**config.mk**
```make
export PLATFORM = sky130hd
export DESIGN_NAME = pn3d_fade
export DESIGN_NICKNAME = d
export VERILOG_FILES = /design/src/rtl/core/assert_macros.svh /design/src/rtl/core/pn3d_pkg.sv /design/src/rtl/core/pn3d_fade.sv
export SDC_FILE = /design/constraint.sdc
export NUM_CORES = 2
export LEC_CHECK = 0
export BUFFER_PORTS_ARGS = -buffer_cell sky130_fd_sc_hd__buf_2
export CAP_MARGIN = 10
export CORE_UTILIZATION = 55
export DETAILED_ROUTE_END_ITERATION = 12
export PLACE_DENSITY = 0.78
export SYNTH_ARGS = -nofsm -noshare
export SYNTH_HDL_FRONTEND = slang
export SYNTH_SLANG_ARGS = --single-unit
```
**constraint.sdc**
```tcl
create_clock -name clock -period 16.7 [get_ports clock]
set_clock_uncertainty 0.2 [all_clocks]
set_input_delay 0.835 -clock clock [delete_from_list [all_inputs] [get_ports clock]]
set_output_delay 0.835 -clock clock [all_outputs]
set_load 0.03 [all_outputs]
```
**src/rtl/core/assert_macros.svh**
```systemverilog
// shared assertion macros, clocked on clock and quiet while reset is high
`ifndef ASSERT_MACROS_SVH
`define ASSERT_MACROS_SVH

// same-cycle implication
`define ASSERT_SAME(lbl, ante, cons, msg) \
   lbl: assert property (@(posedge clock) disable iff (reset) (ante) |-> (cons)) \
      else $error(msg);

// next-cycle implication
`define ASSERT_NEXT(lbl, ante, cons, msg) \
   lbl: assert property (@(posedge clock) disable iff (reset) (ante) |=> (cons)) \
      else $error(msg);

`endif

```
**src/rtl/core/pn3d_pkg.sv**
```systemverilog
`default_nettype none

package pn3d_pkg;

   // request command codes
   typedef enum logic {
      CMD_LOAD = 1'b0,
      CMD_EVAL = 1'b1
   } cmd_type;

   // fade polynomial 6t^5 - 15t^4 + 10t^3 in nested form
   localparam int FADE_MUL = 6;
   localparam int FADE_SUB = 15;
   localparam int FADE_ADD = 10;

   localparam int BYTE_BITS  = 8;
   localparam int NOISE_BITS = 16;

endpackage

`default_nettype wire

```
**src/rtl/core/pn3d_fade.sv**
```systemverilog
`default_nettype none

module pn3d_fade
   import pn3d_pkg::*;
#(
   parameter int FRAC_BITS = 16
) (
   input  wire logic                   clock,
   input  wire logic                   enable,
   input  wire logic [FRAC_BITS-1:0]   frac,
   output logic signed [FRAC_BITS+1:0] fade
);

   localparam int F  = FRAC_BITS;
   localparam int FW = F + 2;
   localparam int KW = F + 5;
   localparam int PW = 2 * F + 7;

   localparam logic signed [PW-1:0] HALF_P = PW'(64'd1 << (F - 1));
   localparam logic signed [KW-1:0] ONE_K  = KW'(64'd1 << F);

   logic signed [PW-1:0] t_in;
   logic signed [KW-1:0] k_in;
   logic signed [PW-1:0] p_tt;
   logic signed [PW-1:0] p_k;
   logic signed [PW-1:0] p_c;
   logic signed [PW-1:0] p_f;

   logic [F-1:0]         t_ff;
   logic [F:0]           tt_ff;
   logic signed [KW-1:0] pk_ff;
   logic [F:0]           cube_ff;
   logic signed [KW-1:0] inner_ff;
   logic signed [FW-1:0] fade_ff;

   // first stage: t*t and t*(6t-15)
   always_comb begin
      t_in = $signed({{(PW-F){1'b0}}, frac});
      k_in = $signed({5'd0, frac}) * KW'(FADE_MUL) - ONE_K * KW'(FADE_SUB);
      p_tt = t_in * t_in + HALF_P;
      p_k  = t_in * PW'(k_in) + HALF_P;
   end

   // second stage: cube and inner term
   always_comb begin
      p_c = $signed({{(PW-F-1){1'b0}}, tt_ff}) * $signed({{(PW-F){1'b0}}, t_ff}) + HALF_P;
   end

   // third stage: cube times inner term
   always_comb begin
      p_f = $signed({{(PW-F-1){1'b0}}, cube_ff}) * PW'(inner_ff) + HALF_P;
   end

   always_ff @(posedge clock) begin
      if (enable) begin
         t_ff     <= frac;
         tt_ff    <= p_tt[2*F:F];
         pk_ff    <= p_k[F+KW-1:F];
         cube_ff  <= p_c[2*F:F];
         inner_ff <= pk_ff + ONE_K * KW'(FADE_ADD);
         fade_ff  <= p_f[F+FW-1:F];
      end
   end

   assign fade = fade_ff;

endmodule

`default_nettype wire

```
==> flow_summary.toml <==
[outcome]
status = "completed"

[detailed_routing]
ant_nets = 0
vias = 28900
first_iter_violations = 1810
drc = 0
post_drt_wl_per_cell_um = 17.7
wl_um = 95400
first_pass_iters = 7
viasPerCell = 5.36

[grt]
grt_max_degree = 60
grt_use_met3_pct = 3.43
grt_busiest_layer = "met2"
grt_pass1_wl_um = 163000
track_usage_pct = 26.4
grt_util_met1_pct = 33.2
grt_pass1_vias = 32800
antenna_found_initial = 0
gr-total-overflow = 0
met2_usage_pct = 46.1

[yosys]
yosysTopAreaCell = "fa_1"
ys_seq_area_share_pct = 7.80
netlist.area_leader.share_pct = 47.5
yosys_warnings = 0
synth.cell_area_sq_mm = 0.0423
synthFlopType = "edfxtp_1"
synth_area_leaders = "fa_1 (47%), ha_1 (14%), inv_1 (11%)"
yosysUniqueCellTypes = 68
synthArstFlopShare_pct = 0
synth_edf_count = 110
synth.avg_cell_area_sq_um = 9.49
synth-seq-cells = 110
mappedNetlistNets = 5942
syn-instance-count = 4459
synthTopCellsByCount = "inv_1 (1217), fa_1 (1004), nand2_1 (582)"
yosysMostFrequentCell = "inv_1"

[clock_tree]
clockBufferDepth = 2
cts_root_buffer = "clkbuf_16"
cts-resized-gates = 0
cts.sinks = 110
tritoncts = "yes"
htree_num_levels = 3
cts_setup_buffers = 0
cts_buffers = 9
clk_pin_slew_ns = 0.10
clkLatencyLatePin_ns = 0.39
cts_hold_buf = 0

[placed_design]
placed_area_sq_mm = 0.0434
dp_slack_ns = 5.81
hpwl_um = 76300
port_buffers = 35
gp_congestion = 0.916

[finish]
diodes = 0
utilization_pct = 57.4
multiInputGateArea_sq_mm = 0.0339
drive_above_1_share_pct = 2.27
seq_area_sq_mm = 0.00330
fin_nets = 5845
final_area_sq_mm = 0.0437
fill_cells = 6510
areaGrowthSynthToFinish_pct = 3.22

[sta]
fmax_ghz = 0.0944
worst_slack_ns = 6.11
worstMarginPinSlew_ns = 1.29
finalCriticalPeriod_ns = 10.59
hold_viol = 0
post-route-period-util_pct = 63.4
finalSetupViolations = 0
setup_tns_ns = 0
rsz0062_at_grt = "no"
drv_slew = 0
maxSlewHeadroom_pct = 13.9

[floorplanning]
num_io_pins = 36
core.rowCount = 101
core_sq_mm = 0.0761
dieArea_sq_mm = 0.0781
chipHeight_um = 279
fp.dieW_um = 279
start_util_pct = 55.6

[worst_setup_path]
path_class = "primary input to flip-flop"
crit_required_ns = 16.66
crit_top_cell = "fa_1"
end_kind = "flip-flop"
slowest_delay_ns = 0.61
critPathArrivalTime_ns = 10.55
cp_max_fo = 33
slowest_stage = "buf_2"
start_kind = "primary input"

[flow_run]
cap_viol_max_count = 0

[worst_hold_path]
hold_path_class = "flip-flop to flip-flop"
[critical path: cells and delay by family]
kind / cells / cell delay (ns)
fa+ha+maj: 9 / 4.10
compound gates: 10 / 2.29
buf+inv: 7 / 1.64
xor+xnor: 3 / 0.87
simple gates: 5 / 0.77
[cells in the final DEF (no fill, tap or decap), types with 13 or more instances in the layout]
| cell type | count |
|---|---|
| nand3_1 | 18 |
| edfxtp_1 | 110 |
| xor2_1 | 26 |
| a21o_1 | 25 |
| nor3_1 | 24 |
| and2_1 | 375 |
| nand2_1 | 582 |
| fa_1 | 1004 |
| a21oi_1 | 50 |
| inv_1 | 1217 |
| buf_2 | 34 |
| buf_4 | 13 |
| o21a_1 | 17 |
| nor2_1 | 144 |
| o21ai_0 | 28 |
| xnor2_1 | 78 |
| ha_1 | 461 |
[per-layer routing]
| layer | share of wire, % | wire [um] |
|---|---|---|
| met1 | 38 | 36700 |
| met5 | 0 | 0 |
| met3 | 7.6 | 7280 |
| met2 | 50 | 47600 |
| met4 | 4.1 | 3910 |
[state kept, by name, indices dropped and copies added (netlist names)]
register  cells
fade         18
tt_ff        17
cube_ff      17
t_ff         16
inner_ff     21
pk_ff        21
[final cells by class]
cell class                      instances  area share [%]
Timing Repair Buffer                   48           0.639
Sequential cell                       110            7.56
Tap cell                             1030            2.95
Inverter                             1227            10.5
Clock buffer                            9           0.515
Clock inverter                          7           0.209
Multi-Input combinational cell       2966            77.6
[logic make-up after synthesis]
group | count (synthesis) | synth area share (%)
fa+ha+maj | 1465 | 61.1
mux | 2 | 0.0502
buf+inv | 1383 | 12.3
compound gates | 189 | 3.05
flops | 110 | 7.80
simple gates | 1196 | 13.3
xor+xnor | 114 | 2.40
[stage by stage]
step	instances	hold slack, ns
after floorplan	4459	0.200
after detailed placement	5381	0.209
after CTS	5397	0.229
final	5397	0.228
after global placement	5380	0.200
after global routing	5397	0.238
[worst paths after layout]
kind | from | depth (start not counted) | endpoint | slack (ns)
max | frac[2] | 34 | pk_ff[20] | 6.11
min | pk_ff[0] | 0 | inner_ff[0] | 0.23
max reg2reg | tt_ff[10] | 22 | cube_ff[16] | 9.45
min reg2reg | pk_ff[0] | 0 | inner_ff[0] | 0.23
Power is left out: the tool's default activity adds up to more than one toggle a clock period on the data nets, which glitch-free logic cannot reach.
